--- src/sv/tun_pkg.sv ---
// ----------------------------------------------------------------------------
// tun_pkg
// Shared payload types and constants for the triangle unit normal block.
// ----------------------------------------------------------------------------
package tun_pkg;

  localparam int unsigned CORNERS = 3;

  typedef struct packed {
    logic signed [31:0] vertex_x;
    logic signed [31:0] vertex_y;
    logic signed [31:0] vertex_z;
  } vertex_t;

  typedef struct packed {
    logic signed [31:0] normal_x;
    logic signed [31:0] normal_y;
    logic signed [31:0] normal_z;
    logic               degenerate;
  } normal_t;

  // Word handed from the front to the back: the three corners of one triangle.
  typedef struct packed {
    logic signed [47:0] p0_x;
    logic signed [47:0] p0_y;
    logic signed [47:0] p0_z;
    logic signed [47:0] p1_x;
    logic signed [47:0] p1_y;
    logic signed [47:0] p1_z;
    logic signed [47:0] p2_x;
    logic signed [47:0] p2_y;
    logic signed [47:0] p2_z;
  } tri_t;

endpackage

--- src/sv/tun_fifo.sv ---
// ----------------------------------------------------------------------------
// tun_fifo
// Two-entry queue between front and back.
// ----------------------------------------------------------------------------
module tun_fifo (
  input  logic          clk,
  input  logic          rst,
  input  logic          wr_valid,
  output logic          wr_ready,
  input  tun_pkg::tri_t wr_word,
  output logic          rd_valid,
  input  logic          rd_ready,
  output tun_pkg::tri_t rd_word
);

  tun_pkg::tri_t mem [2];
  logic       wr_ptr;
  logic       rd_ptr;
  logic [1:0] count;
  logic       do_wr;
  logic       do_rd;

  assign wr_ready = (count != 2'd2);
  assign rd_valid = (count != 2'd0);
  assign rd_word  = mem[rd_ptr];
  assign do_wr    = wr_valid && wr_ready;
  assign do_rd    = rd_valid && rd_ready;

  always_ff @(posedge clk) begin
    if (rst) begin
      wr_ptr <= 1'b0;
      rd_ptr <= 1'b0;
      count  <= 2'd0;
    end else begin
      if (do_wr) wr_ptr <= ~wr_ptr;
      if (do_rd) rd_ptr <= ~rd_ptr;
      count <= count + 2'(do_wr) - 2'(do_rd);
    end
  end

  always_ff @(posedge clk) begin
    if (do_wr) mem[wr_ptr] <= wr_word;
  end

  assert property (@(posedge clk) disable iff (rst) count <= 2'd2)
    else $error("queue count overflow");
  assert property (@(posedge clk) disable iff (rst)
    (count == 2'd0 && do_wr) |=> (count == 2'd1))
    else $error("queue fill miscounted");
  assert property (@(posedge clk) disable iff (rst)
    (count == 2'd2 && !do_rd) |=> (count == 2'd2))
    else $error("full queue lost an entry");

endmodule

--- config.mk ---
export PLATFORM = sky130hd
export DESIGN_NAME = tun_fifo
export DESIGN_NICKNAME = d
export VERILOG_FILES = /design/src/sv/tun_pkg.sv /design/src/sv/tun_fifo.sv
export SDC_FILE = /design/constraint.sdc
export NUM_CORES = 1
export LEC_CHECK = 0
export BUFFER_PORTS_ARGS = -buffer_cell sky130_fd_sc_hd__buf_2
export CELL_PAD_IN_SITES_DETAIL_PLACEMENT = 0
export CELL_PAD_IN_SITES_GLOBAL_PLACEMENT = 1
export CORE_AREA = 5 5 336 338
export CTS_CLUSTER_DIAMETER = 30
export DETAILED_ROUTE_END_ITERATION = 8
export DIE_AREA = 0 0 341 343
export PLACE_DENSITY_LB_ADDON = 0.1
export SLEW_MARGIN = 20
export SYNTH_ARGS = -nofsm -noshare
export SYNTH_HDL_FRONTEND = slang
export SYNTH_SLANG_ARGS = --single-unit
--- constraint.sdc ---
create_clock -name clk -period 25.7 [get_ports clk]
set_input_delay 5.14 -clock clk [delete_from_list [all_inputs] [get_ports clk]]
set_output_delay 5.14 -clock clk [all_outputs]
set_load 0.02 [all_outputs]
==> results.tsv <==
stage	metric	value	unit
timing	skew	29.4	ps
timing	final.period_utilization	0.397	
timing	hold_viol_final	0	
critical_path	r2r_slack	21540	ps
clock_tree	clk_pin_slew	40	ps
pwr	ir_drop	75.2	µV
pwr	switchingPower	1.57	mW
clock_tree	cts_root_buf	clkbuf_16	
global_routing	grt_pass1_vias	19000	
synthesis	ys_ff_latch	869	
synthesis	yosysMostFrequentCell	edfxtp_1	
pwr	pwr-share-seq	0.326	
detailed_routing	ant_nets	0	
detailed_routing	drt-pass1-iter-count	4	
critical_path	cp-start-kind	register	
timing	fin_hold_ws	507	ps
clock_tree	insertion_delay	760	ps
global_routing	grt_max_degree	167	
pwr	switching_share	0.278	
final_layout	fillCellCount	9914	
floorplanning	placementRows	122	
final_layout	nets	2856	
detailed_routing	viasPerCell	4.27	
clock_tree	post-cts-setup-buffer-count	0	
outcome	status	finished clean	
synthesis	yosysSeqAreaShare	0.788	
timing	final-setup-viol-count	0	
synthesis	synth_top_cell_area_share	0.785	
detailed_routing	drt_iter0_drc	695	
placed_design	numPortBuffers	869	
critical_path	crit_required	20560	ps
run	maxCapViolCount	0	
pwr	pwr-share-comb	0.216	
synthesis	synth_top_flop_cell	edfxtp_1	
synthesis	async_reset_ff_frac	0	
clock_tree	h-tree-depth	4	
pwr	power.internal	4.09	mW
final_layout	syn_to_final_growth	39.0	%
synthesis	ys_warn_count	0	
timing	rsz0062_at_grt	false	
detailed_routing	drc_errors	0	
clock_tree	cts_num_sinks	869	
critical_path	critical_path_peak_fanout	130	
floorplanning	num_io_pins	870	
floorplanning	die_w	341	µm
global_routing	track_usage	0.152	
hold_path	holdPathStages	2	
critical_path	rr_worst_depth	8	
final_layout	fin_area	46000	µm²
clock_tree	numCtsBuffers	210	
timing	tns	0	ps
synthesis	synth_top_cell_by_area	edfxtp_1	
synthesis	syn_area_per_cell	24.2	µm²
synthesis	synth_area	33100	µm²
synthesis	synth_common_cells	864 x edfxtp_1, 380 x mux2_4, 53 x mux2_2	
synthesis	synth_edf_count	864	
global_routing	grt_pass1_wl	129000	µm
clock_tree	cts-resized-gates	0	
hold_path	hold_path_end	rd_ptr	
clock_tree	ctsHoldBuffers	0	
pwr	p_clk_frac	0.458	
synthesis	synth.distinct_cells	19	
timing	worst_slew_pin_slew	1200	ps
critical_path	cp.arrival	5050	ps
pwr	p_leak	18.0	nW
global_routing	antenna_found_initial	69	
critical_path	r2r-end	mem[0][72]	
hold_path	hold_start	rd_ptr	
clock_tree	tritoncts	yes	
timing	slew_viol_final	0	
placed_design	gp_congestion	0.802	
timing	max_slew_margin	0.203	
clock_tree	cts_buffer_depth	3	
hold_path	hold_class	reg -> reg	
timing	max_freq	0.0981	GHz
detailed_routing	dr_total_vias	17300	
synthesis	synth_area_leaders	edfxtp_1 78%, mux2_4 17%, mux2_2 1.8%	
critical_path	crit_type	reg -> out	
global_routing	grt_overflow	0	
critical_path	rr_startpoint	count[0]	
floorplanning	fp.coreArea	110000	µm²
placed_design	hpwl	65200	µm
placed_design	placed_area	38800	µm²
synthesis	synthCells	1368	
pwr	powerDensity	123	nW/µm²
timing	period_needed	10190	ps
detailed_routing	routed_wirelength	92800	µm
floorplanning	initial_core_util	0.301	
synthesis	synth.net_count	1806	
detailed_routing	post_drt_wl_per_cell	22.9	µm
floorplanning	dieArea	117000	µm²
critical_path	end_kind	output pin	
floorplanning	fp.dieH	343	µm
final_layout	layout-drive-gt1-share	0.632	
## sequential cells by signal (all words and copies together) (netlist names), named ones only
register  count
count         2
rd_ptr        1
mem         864
wr_ptr        1
## through the flow
stage                     worst slack (ps)   util  instances  power, mW
after floorplan                       1360      -       1368       2.86
after global placement               16170  0.353       3631       3.12
after detailed placement             16130  0.353       3631       3.13
after CTS                            15260  0.418       4025       5.76
after global routing                 15140  0.418       4036       5.89
final                                15510  0.419       4053       5.66
## routing by layer
| metal | vias up | global-route usage | share of wire |
|---|---|---|---|
| met3 | 234 | 0.0779 | 0.10 |
| met5 | - | 0 | 0.0022 |
| met2 | 759 | 0.277 | 0.53 |
| li1 | 7741 | - | - |
| met1 | 8521 | 0.147 | 0.34 |
| met4 | 32 | 0.0536 | 0.027 |
## how the worst max path moves through the flow
stage	from	to	slack, ps	cells past startpoint
3_3_place_gp	register	rd_word[22]	16170	5
2_1_floorplan	wr_valid	mem[0][0]	1360	2
5_1_grt	register	rd_word[0]	15140	5
4_1_cts	register	rd_word[36]	15260	5
3_5_place_dp	register	rd_word[36]	16130	5
6_report	register	rd_word[22]	15510	5
## power groups by stage
| stage | registers, mW | logic, mW | clock network (mW) |
|---|---|---|---|
| 3_3_place_gp | 1.87 | 1.25 | 0 |
| 2_1_floorplan | 1.98 | 0.882 | 0 |
| 5_1_grt | 1.86 | 1.30 | 2.74 |
| 6_report | 1.84 | 1.22 | 2.59 |
| 4_1_cts | 1.85 | 1.26 | 2.65 |
| 3_5_place_dp | 1.87 | 1.25 | 0 |
## cells in the final DEF (no fill, tap or decap), drive strengths merged, types with 2 or more instances in the layout
cell / n
nor2: 5
clkinvlp: 19
dfxtp: 5
nor2b: 2
xnor2: 2
buf: 886
mux2: 433
inv: 9
diode: 27
clkbuf: 246
bufinv: 30
edfxtp: 864
clkinv: 91
ha: 2
## cell type report
type | count | area, µm² | share of cell area
sequential | 869 | 26000 | 0.567
inverter | 1 | 3.75 | 0.0000817
timing repair buffer | 886 | 4530 | 0.0985
tap | 1426 | 1780 | 0.0388
clock buffer | 246 | 5410 | 0.118
antenna | 27 | 67.6 | 0.00147
clock inverter | 148 | 1700 | 0.0369
multi-input combinational | 450 | 6430 | 0.140
## worst max-delay path, stage by stage (launching register included)
cell     delay (ps)
dfxtp_4         980
buf_4           980
buf_4           750
buf_12          770
mux2_2          420
buf_2           160
## logic make-up after synthesis
logic type / after synthesis / share of synthesized area
xor+xnor: 3 / 0.000795
fa+ha+maj: 2 / 0.000757
compound gates: 1 / 0.000227
simple gates: 11 / 0.00163
mux: 433 / 0.191
flops: 869 / 0.788
buf+inv: 49 / 0.0184
Power figures use the tool's default switching activity.
