<file path="config.mk">
export PLATFORM = sky130hd
export DESIGN_NAME = tun_front
export DESIGN_NICKNAME = d
export VERILOG_FILES = /design/src/sv/tun_pkg.sv /design/src/sv/tun_front.sv
export SDC_FILE = /design/constraint.sdc
export NUM_CORES = 1
export LEC_CHECK = 0
export ABC_AREA = 1
export BUFFER_PORTS_ARGS = -buffer_cell sky130_fd_sc_hd__clkbuf_2
export CAP_MARGIN = 10
export CELL_PAD_IN_SITES_DETAIL_PLACEMENT = 1
export CELL_PAD_IN_SITES_GLOBAL_PLACEMENT = 1
export CORE_AREA = 2 2 207 209
export CTS_CLUSTER_DIAMETER = 60
export DETAILED_ROUTE_END_ITERATION = 10
export DIE_AREA = 0 0 209 211
export GPL_ROUTABILITY_DRIVEN = 0
export HOLD_SLACK_MARGIN = 0.15
export PLACE_DENSITY = 0.75
export SYNTH_ARGS = -nofsm -noshare
export SYNTH_HDL_FRONTEND = slang
export SYNTH_SLANG_ARGS = --single-unit
</file>
<file path="constraint.sdc">
create_clock -name clk -period 2.2 [get_ports clk]
set_input_delay 0.44 -clock clk [delete_from_list [all_inputs] [get_ports clk]]
set_output_delay 0.44 -clock clk [all_outputs]
set_load 0.02 [all_outputs]
</file>
<file path="src/sv/tun_pkg.sv">
// ----------------------------------------------------------------------------
// tun_pkg
// Shared payload types and constants for the triangle unit normal block.
// ----------------------------------------------------------------------------
package tun_pkg;

  localparam int unsigned CORNERS = 3;

  typedef struct packed {
    logic signed [31:0] vertex_x;
    logic signed [31:0] vertex_y;
    logic signed [31:0] vertex_z;
  } vertex_t;

  typedef struct packed {
    logic signed [31:0] normal_x;
    logic signed [31:0] normal_y;
    logic signed [31:0] normal_z;
    logic               degenerate;
  } normal_t;

  // Word handed from the front to the back: the three corners of one triangle.
  typedef struct packed {
    logic signed [47:0] p0_x;
    logic signed [47:0] p0_y;
    logic signed [47:0] p0_z;
    logic signed [47:0] p1_x;
    logic signed [47:0] p1_y;
    logic signed [47:0] p1_z;
    logic signed [47:0] p2_x;
    logic signed [47:0] p2_y;
    logic signed [47:0] p2_z;
  } tri_t;

endpackage

</file>
<file path="src/sv/tun_front.sv">
// ----------------------------------------------------------------------------
// tun_front
// Collect vertices into triangles; hand each full triangle to the queue.
// ----------------------------------------------------------------------------
module tun_front #(
  parameter int COORD_WIDTH = 32
) (
  input  logic            clk,
  input  logic            rst,
  input  logic            in_valid,
  output logic            in_ready,
  input  tun_pkg::vertex_t in_word,
  output logic            tri_valid,
  input  logic            tri_ready,
  output tun_pkg::tri_t   tri_word
);

  // Widths above 32 cannot arrive on a 32-bit port; clamp the select range.
  localparam int SEL_WIDTH = (COORD_WIDTH < 32) ? COORD_WIDTH : 32;

  logic [1:0] corner_phase;
  logic signed [47:0] first_corner  [tun_pkg::CORNERS];
  logic signed [47:0] second_corner [tun_pkg::CORNERS];
  logic signed [47:0] p [tun_pkg::CORNERS];

  function automatic logic signed [47:0] sext(input logic [31:0] raw);
    logic signed [47:0] v;
    begin
      v = 48'(signed'(raw[SEL_WIDTH-1:0]));
      return v;
    end
  endfunction

  always_comb begin
    p[0] = sext(in_word.vertex_x);
    p[1] = sext(in_word.vertex_y);
    p[2] = sext(in_word.vertex_z);
  end

  assign in_ready  = (corner_phase != 2'd2) || tri_ready;
  assign tri_valid = in_valid && (corner_phase == 2'd2);
  assign tri_word  = '{first_corner[0], first_corner[1], first_corner[2],
                       second_corner[0], second_corner[1], second_corner[2],
                       p[0], p[1], p[2]};

  always_ff @(posedge clk) begin
    if (rst) begin
      corner_phase <= 2'd0;
    end else if (in_valid && in_ready) begin
      priority case (corner_phase)
        2'd1:    corner_phase <= 2'd2;
        2'd2:    corner_phase <= 2'd0;
        default: corner_phase <= 2'd1;
      endcase
    end
  end

  always_ff @(posedge clk) begin
    if (rst) begin
      for (int i = 0; i < tun_pkg::CORNERS; i++) begin
        first_corner[i]  <= '0;
        second_corner[i] <= '0;
      end
    end else if (in_valid && in_ready) begin
      if (corner_phase == 2'd1) begin
        second_corner <= p;
      end else if (corner_phase != 2'd2) begin
        first_corner <= p;
      end
    end
  end

  assert property (@(posedge clk) disable iff (rst) corner_phase != 2'd3)
    else $error("corner phase out of range");
  assert property (@(posedge clk) disable iff (rst)
    tri_valid |-> (corner_phase == 2'd2))
    else $error("triangle issued before third corner");
  assert property (@(posedge clk) disable iff (rst)
    (in_valid && in_ready && corner_phase == 2'd2) |=> (corner_phase == 2'd0))
    else $error("phase did not wrap");

endmodule

</file>
==> run metrics, run 1 <==
WL final=~35 mm; DRT met1 WL=14.42 mm; Tmin final=2.040 ns; Cell Rows=between 70 and 80; largest net degree at the start of global routing=63; count of final setup violators=0; kind of critical path=register to primary output; router iterations before antenna repair=4; post-route design area=12,150 sq um; RSZ-0062 raised after global routing=false; Total Die Area=44,100 sq um; Vias/cell=4.165; relative max-transition margin=56.77%; pwr dens=807.3 nW/um^2; CTS tree=done; setup total negative slack=0 ns; die width=209 um; CP Launch Point=corner_phase[0]$_SDFFE_PP0N_; CTS H-Tree Depth=4; antenna violations before repair=2; proportion of layout cells with a drive suffix above 1=between 30% and 40%; Hold Violations, Final=0; Filler cells=roughly 5,400; Die H=211 um; Multi-input gate area=2997 sq um; Hold Buf Count CTS=0; max_cap viols=0; Yosys warning total=0; number of synthesized flops with an enable pin=0; Worst Path Arrival=approximately 1.6 ns; P&R area growth vs syn=19.76%; Worst Skew=a little over 0.02 ns; crit-path max FO=9; first-pass GRT wire length=52.74 mm; placed cell area=11,550 sq um; critical path launch point type=register; Post-Synthesis Net Count=1,598; period utilisation layout=92.74%; GRT Util Overall=between 10% and 20%; post-CTS setup buffer count=0; CTS resizes=0; number of global-route vias before repair=9,373; Mapped Area=~10,000 sq um; met2 wire length=17.94 mm; I/O pin count=534; CTS clk-pin slew, worst paths=0.07 ns; post-place setup slack=0.3336 ns; total power=~9800 uW; Met3 Wirelength=approximately 1.8 mm; FF/Latch Area=3884 sq um; DRC=0; area leader, netlist=dfxtp_1; Synth Area per Inst=6.780 sq um; TritonCTS Buffers=17; Starting Density=24.29%; hold_sp=rst; outcome=finished clean; total grt overflow=0; Core Region=41,760 sq um; Core Util, Final=29.09%; worst slew pin tran=0.6484 ns; Req. time, crit path=approximately 1.8 ns; worst hold-check path type=primary input to register; highest routed layer=met5; clock latency on the worst-skew pair=0.49 ns; worst vdd ir=0.5350 mV; Gate Count Post-Synth=between 1,000 and 1,500; Nets=around 1,800; Seq/Total Area, Yosys=38.29%; top cells by area, synth=dfxtp_1 38%, buf_4 18%, inv_1 11%; async set-reset flop share out of synthesis=0%; I/O Buffers=approximately 530; routed len/inst=15.17 um; dpl hpwl=25.17 mm; CTS Root Buffer Type=clkbuf_16; Clock Tree Buf Depth=2; Static Leak=0.006876 uW; clk sinks=slightly below 200; main flop type after synthesis=dfxtp_1; worst r2r src=corner_phase[0]$_SDFFE_PP0N_; Vias=9,554; Starting DRT DRC Count=322; Worst setup EP type=primary output; area share of the largest cell type after synthesis=around two fifths; fmax=0.4901 GHz; worst setup margin=0.1596 ns; most instantiated cells after synthesis=293 x inv_1, 288 x nor2_1, 249 x buf_4; most numerous cell in the Yosys netlist=inv_1; Synth Register Bits=194; fin. max-slew vios=0; Antenna Nets Post-Route=0; Yosys cell types=20
-- cell usage in the layout, fill, tap and decap left out, types with 2 or more instances in the layout --
master,Yosys,routed
bufinv_16,0,2
buf_12,0,7
nand2_4,0,2
clkinvlp_4,0,3
nand4_1,96,96
dfxtp_1,194,194
inv_1,293,292
nand2_1,196,196
inv_6,0,4
o21ai_0,90,90
a21oi_1,2,2
nor2_1,288,288
o21ai_1,6,6
buf_4,249,11
clkbuf_16,0,17
clkbuf_2,3,532
-- area by class of cell --
class	instances	area share [%]
Antenna cell	1	0.02060
Clock buffer	19	3.646
Clock inverter	12	1.236
Inverter	294	9.147
Multi-Input combinational cell	685	24.67
Sequential cell	194	31.97
Tap cell	539	5.552
Timing Repair Buffer	550	23.75
-- per-layer routing --
metal,GRT usage (%),up-vias
li1,-,4713
met1,17.17,4509
met2,28.25,292
met3,4.609,38
met4,5.665,2
met5,0,-
-- sequential cells by signal (all words and copies together), names as in the netlist --
| register | flops |
|---|---|
| tri_word | 192 |
| corner_phase | 2 |
-- metrics by stage --
stage          instances  hold WS [ns]
2_1_floorplan       1496        0.4499
3_3_place_gp        2262        0.4630
3_5_place_dp        2262        0.4709
4_1_cts             2293        0.1708
5_1_grt             2294        0.1974
6_report            2294        0.2251
-- cells by family after synthesis --
group	after synthesis	synth area share, %
AO/OA/AOI/OAI	98	4.836
adder cells (fa/ha/maj)	2	0.2467
buffers and inverters	617	32.46
flip-flops	194	38.29
AND/OR/NAND/NOR	585	24.17
-- worst max-delay path: stages, from the launching register on --
cell      delay (ns)
dfxtp_1         0.39
inv_1           0.06
ha_1            0.26
nand2_4         0.17
clkbuf_2        0.24
-- power by group --
part / total, uW / switching [uW] / leakage [uW] / internal, uW
clock: 3290 / 1570 / 0.000281 / 1720
sequential: 4000 / 190 / 0.00160 / 3810
combinational: 2520 / 1770 / 0.00500 / 753
total: 9810 / 3520 / 0.00688 / 6280
-- final timing paths --
kind,end,slack (ns),depth (start not counted)
setup / recovery,in_ready,0.16,4
hold / removal,corner_phase[1]$_SDFFE_PP0N_,0.23,2
setup reg to reg,tri_word[393]$_SDFFE_PP0P_,0.38,7
hold reg to reg,tri_word[305]$_SDFFE_PP0P_,0.48,2
Power figures use the tool's default switching activity.
==> run 2: changes to the inputs <==
==> constraint.sdc (replaced) <==
create_clock -name clk -period 2.4 [get_ports clk]
set_input_delay 0.48 -clock clk [delete_from_list [all_inputs] [get_ports clk]]
set_output_delay 0.48 -clock clk [all_outputs]
set_load 0.02 [all_outputs]
==> run metrics, run 2 (synthesis results as in run 1) <==
outcome=finished clean; worst hold-check path type=primary input to register; worst slew pin tran=about 1.0 ns; total grt overflow=0; Worst setup EP type=primary output; Starting Density=24.29%; P&R area growth vs syn=20.21%; Hold Buf Count CTS=0; CTS resizes=0; clk sinks=194; max_cap viols=0; setup total negative slack=0 ns; Cell Count, Final, Fillers Out=roughly 2,300; WL final=34.78 mm; Worst Skew=approximately 0.0086 ns; antenna violations before repair=0; DRC=0; critical path launch point type=register; hold slack=0.2597 ns; dpl hpwl=24.39 mm; number of global-route vias before repair=between 9,000 and 10,000; Clock Tree Buf Depth=2; CTS Root Buffer Type=clkbuf_16; RSZ-0062 raised after global routing=false; Static Leak=around 0.007 uW; Bufs and invs on worst path=2; max reg flops=around 190; Req. time, crit path=1.92 ns; fin. max-slew vios=0; proportion of layout cells with a drive suffix above 1=33.50%; slowest cell on the critical path=dfxtp_1; router iterations before antenna repair=6; GRT Util Overall=around 15%; TritonCTS Buffers=17; placed insts=2,262; total power=9143 uW; die width=209 um; I/O Buffers=approximately 530; crit-path leading delay family=flip-flops; Total Die Area=44,100 sq um; Hold Violations, Final=0; Worst Path Arrival=1.64 ns; I/O pin count=approximately 530; first-pass GRT wire length=roughly 52 mm; CTS tree=done; Nets=about 1,800; Antenna Nets Post-Route=0; fmax=0.4710 GHz; Core Region=around 42,000 sq um; Vias/cell=4.196; Vias=between 9,000 and 10,000; count of final setup violators=0; CTS clk-pin slew, worst paths=0.07 ns; worst vdd ir=0.5679 mV; CP Cell Sequence=inv_1, ha_1, nand2_4, clkbuf_2; kind of critical path=register to primary output; relative max-transition margin=30.44%; pwr dens=roughly 750 nW/um^2; CTS H-Tree Depth=4; largest net degree at the start of global routing=101; Core Util, Final=between 20% and 30%; crit-path max FO=8; Worst path max stage delay=0.40 ns; clock latency on the worst-skew pair=~0.5 ns; Cell Rows=75; routed len/inst=15.16 um; commonest non-fill, non-tap cell in the layout=clkbuf_2; Die H=between 200 and 250 um; post-CTS setup buffer count=0; commonest non-fill, non-tap cells in the layout=532 x clkbuf_2, 292 x inv_1, 288 x nor2_1; Starting DRT DRC Count=between 300 and 400; diode count=0; Tmin final=2.123 ns; period utilisation layout=around nine tenths
run 2: cell count changes in the layout (fill, tap and decap cells not counted), sizes merged:
cell      change
clkinvlp      -2
bufinv        +1
clkinv        +1
clkbuf        +1
diode         -1
run 2: through the flow:
step	area (sq um)	setup slack [ns]
6_report	12190	0.2767
5_1_grt	12190	0.1559
4_1_cts	12190	0.2137
3_5_place_dp	11560	0.3548
3_3_place_gp	11560	0.4104
2_1_floorplan	10140	0.7795
run 2: layout make-up:
class                   instances  area, sq um
clock buffers                  20        456.7
clock inverters                12        171.4
fillers                      5435        29570
inverters                     294         1111
multi-input cells             685         2997
flip-flops and latches        194         3884
well taps                     539        674.4
repair buffers                550         2898
run 2: worst reg2reg max path, stage by stage, from the launching register on:
cell and delay, ns:
dfxtp_1 0.35, inv_1 0.07, ha_1 0.25, nor2_2 0.07, nand2_4 0.07, buf_4 0.74, o21ai_0 0.29, nor2_1 0.16
run 2: power breakdown:
group | switching (uW) | total, uW | internal (uW) | leakage [uW]
Sequential | 177 | 3670 | 3490 | 0.00160
Clock | 1450 | 3160 | 1720 | 0.000305
Combinational | 1620 | 2310 | 691 | 0.00501
Total | 3250 | 9140 | 5900 | 0.00691
run 2: metal layers:
layer	vias to the layer above	GRT usage, %	wire length, um
li1	4709	-	-
met1	4560	17.30	14460
met2	306	27.18	17740
met3	50	3.866	1648
met4	0	7.020	921
met5	-	0	0
run 2: path summary, 6_finish.rpt:
check	from	to	slack [ns]	cells past startpoint
setup / recovery	corner_phase[0]$_SDFFE_PP0N_	in_ready	0.28	4
hold / removal	rst	corner_phase[0]$_SDFFE_PP0N_	0.26	2
setup reg to reg	corner_phase[0]$_SDFFE_PP0N_	tri_word[399]$_SDFFE_PP0P_	0.32	7
hold reg to reg	tri_word[357]$_SDFFE_PP0P_	tri_word[357]$_SDFFE_PP0P_	0.49	2
==> run 3: changes to the inputs <==
--- a/config.mk
+++ b/config.mk
@@ -10,13 +10,13 @@
 export CAP_MARGIN = 10
 export CELL_PAD_IN_SITES_DETAIL_PLACEMENT = 1
 export CELL_PAD_IN_SITES_GLOBAL_PLACEMENT = 1
-export CORE_AREA = 2 2 207 209
+export CORE_AREA = 2 2 210 212
 export CTS_CLUSTER_DIAMETER = 60
 export DETAILED_ROUTE_END_ITERATION = 10
-export DIE_AREA = 0 0 209 211
+export DIE_AREA = 0 0 212 214
 export GPL_ROUTABILITY_DRIVEN = 0
 export HOLD_SLACK_MARGIN = 0.15
-export PLACE_DENSITY = 0.75
+export PLACE_DENSITY = 0.73
 export SYNTH_ARGS = -nofsm -noshare
 export SYNTH_HDL_FRONTEND = slang
 export SYNTH_SLANG_ARGS = --single-unit
==> constraint.sdc (replaced) <==
create_clock -name clk -period 2.2 [get_ports clk]
set_input_delay 0.44 -clock clk [delete_from_list [all_inputs] [get_ports clk]]
set_output_delay 0.44 -clock clk [all_outputs]
set_load 0.02 [all_outputs]
==> run metrics, run 3 (synthesis results as in run 1) <==
placed cell area=11,630 sq um; worst vdd ir=0.4935 mV; CTS clk-pin slew, worst paths=0.08 ns; WHS Endpoint=corner_phase[0]$_SDFFE_PP0N_; critical path launch point type=register; placed insts=2,309; commonest non-fill, non-tap cells in the layout=532 x clkbuf_2, 292 x inv_1, 288 x nor2_1; number of global-route vias before repair=between 9,000 and 10,000; Hold Buf Count CTS=0; clock latency on the worst-skew pair=0.49 ns; Tmin final=between 1.5 and 2 ns; TritonCTS Buffers=17; RSZ-0062 raised after global routing=false; Cell Count, Final, Fillers Out=2,342; max_cap viols=0; relative max-transition margin=62.45%; Static Leak=0.006903 uW; DRC=0; WL final=34.29 mm; CTS H-Tree Depth=4; Worst Path Arrival=about 1.5 ns; fmax=0.5051 GHz; Total Die Area=45,370 sq um; routed len/inst=14.64 um; outcome=finished clean; P&R area growth vs syn=20.59%; crit-path max FO=3; proportion of layout cells with a drive suffix above 1=33.52%; worst slew pin tran=0.5625 ns; period utilisation layout=89.99%; router iterations before antenna repair=6; Clock Tree Buf Depth=2; kind of critical path=register to primary output; Worst setup EP type=primary output; hold depth=2; Worst Skew=slightly above 0.01 ns; I/O Buffers=533; worst hold-check path type=primary input to register; FF-to-FF End=tri_word[249]$_SDFFE_PP0P_; antenna violations before repair=0; die width=~210 um; reg2reg path depth=8; Starting DRT DRC Count=364; Req. time, crit path=1.76 ns; worst r2r src=corner_phase[0]$_SDFFE_PP0N_; fin. max-slew vios=0; Hold Violations, Final=0; Vias=9,504; CTS tree=done; Die H=214 um; count of final setup violators=0; total grt overflow=0; I/O pin count=~530; CTS resizes=0; dpl hpwl=24.83 mm; commonest non-fill, non-tap cell in the layout=clkbuf_2; hold_sp=rst; pwr dens=802.0 nW/um^2; Vias/cell=4.058; CTS Root Buffer Type=clkbuf_16; largest net degree at the start of global routing=97; max reg flops=192; Nets=1,846; setup total negative slack=0 ns; Cell Rows=76; clk sinks=194; diode count=0; first-pass GRT wire length=52.15 mm; Core Region=42,890 sq um; GRT Util Overall=14.83%; Starting Density=23.65%; post-route design area=12,230 sq um; R2R Setup Slk=0.35 ns; Antenna Nets Post-Route=0; Filler cells=5,479; Core Util, Final=28.52%; post-CTS setup buffer count=1
==> run 3: worst max path at each step <==
stage / cells past startpoint / to / from / slack (ns)
global route: 4 / in_ready / corner_phase[0]$_SDFFE_PP0N_ / 0.13
floorplan: 4 / in_ready / corner_phase[0]$_SDFFE_PP0N_ / 0.62
global placement: 8 / tri_word[144]$_SDFFE_PP0P_ / corner_phase[0]$_SDFFE_PP0N_ / 0.48
finish: 4 / in_ready / corner_phase[0]$_SDFFE_PP0N_ / 0.22
CTS: 4 / in_ready / corner_phase[0]$_SDFFE_PP0N_ / 0.14
detailed placement: 8 / tri_word[248]$_SDFFE_PP0P_ / corner_phase[0]$_SDFFE_PP0N_ / 0.40
==> run 3: per-layer routing <==
metal	share of wire, %	GRT usage (%)
met2	51	26.44
met4	1.8	5.141
met3	6.5	4.677
met1	41	16.45
met5	0	0
==> run 3: power breakdown <==
| group | total [uW] | internal, uW | switching [uW] |
|---|---|---|---|
| Clock | 3300 | 1780 | 1520 |
| Combinational | 2510 | 756 | 1760 |
| Sequential | 4000 | 3810 | 193 |
| Total | 9810 | 6340 | 3470 |
==> run 3: area by class of cell <==
class | count | area [sq um] | area share [%]
flip-flops and latches | 194 | 3884 | 31.75
multi-input cells | 685 | 2997 | 24.50
repair buffers | 552 | 2913 | 23.82
inverters | 294 | 1110 | 9.074
well taps | 585 | 732.0 | 5.985
clock buffers | 22 | 474.2 | 3.877
clock inverters | 10 | 121.4 | 0.9923
==> run 3: stage by stage <==
step                power [uW]  setup slack, ns  hold slack (ns)
detailed placement        6632           0.3963           0.4731
global placement          6546           0.4822           0.4633
finish                    9808           0.2203           0.2202
CTS                      10030           0.1361           0.1759
global route             10360           0.1293           0.1974
floorplan                 5974           0.6195           0.4499
==> run 3: worst max-delay path, cell delays in order (launching register included) <==
cell      delay, ns
dfxtp_1        0.40
inv_1          0.06
ha_1           0.26
nand2_4        0.12
clkbuf_2       0.21
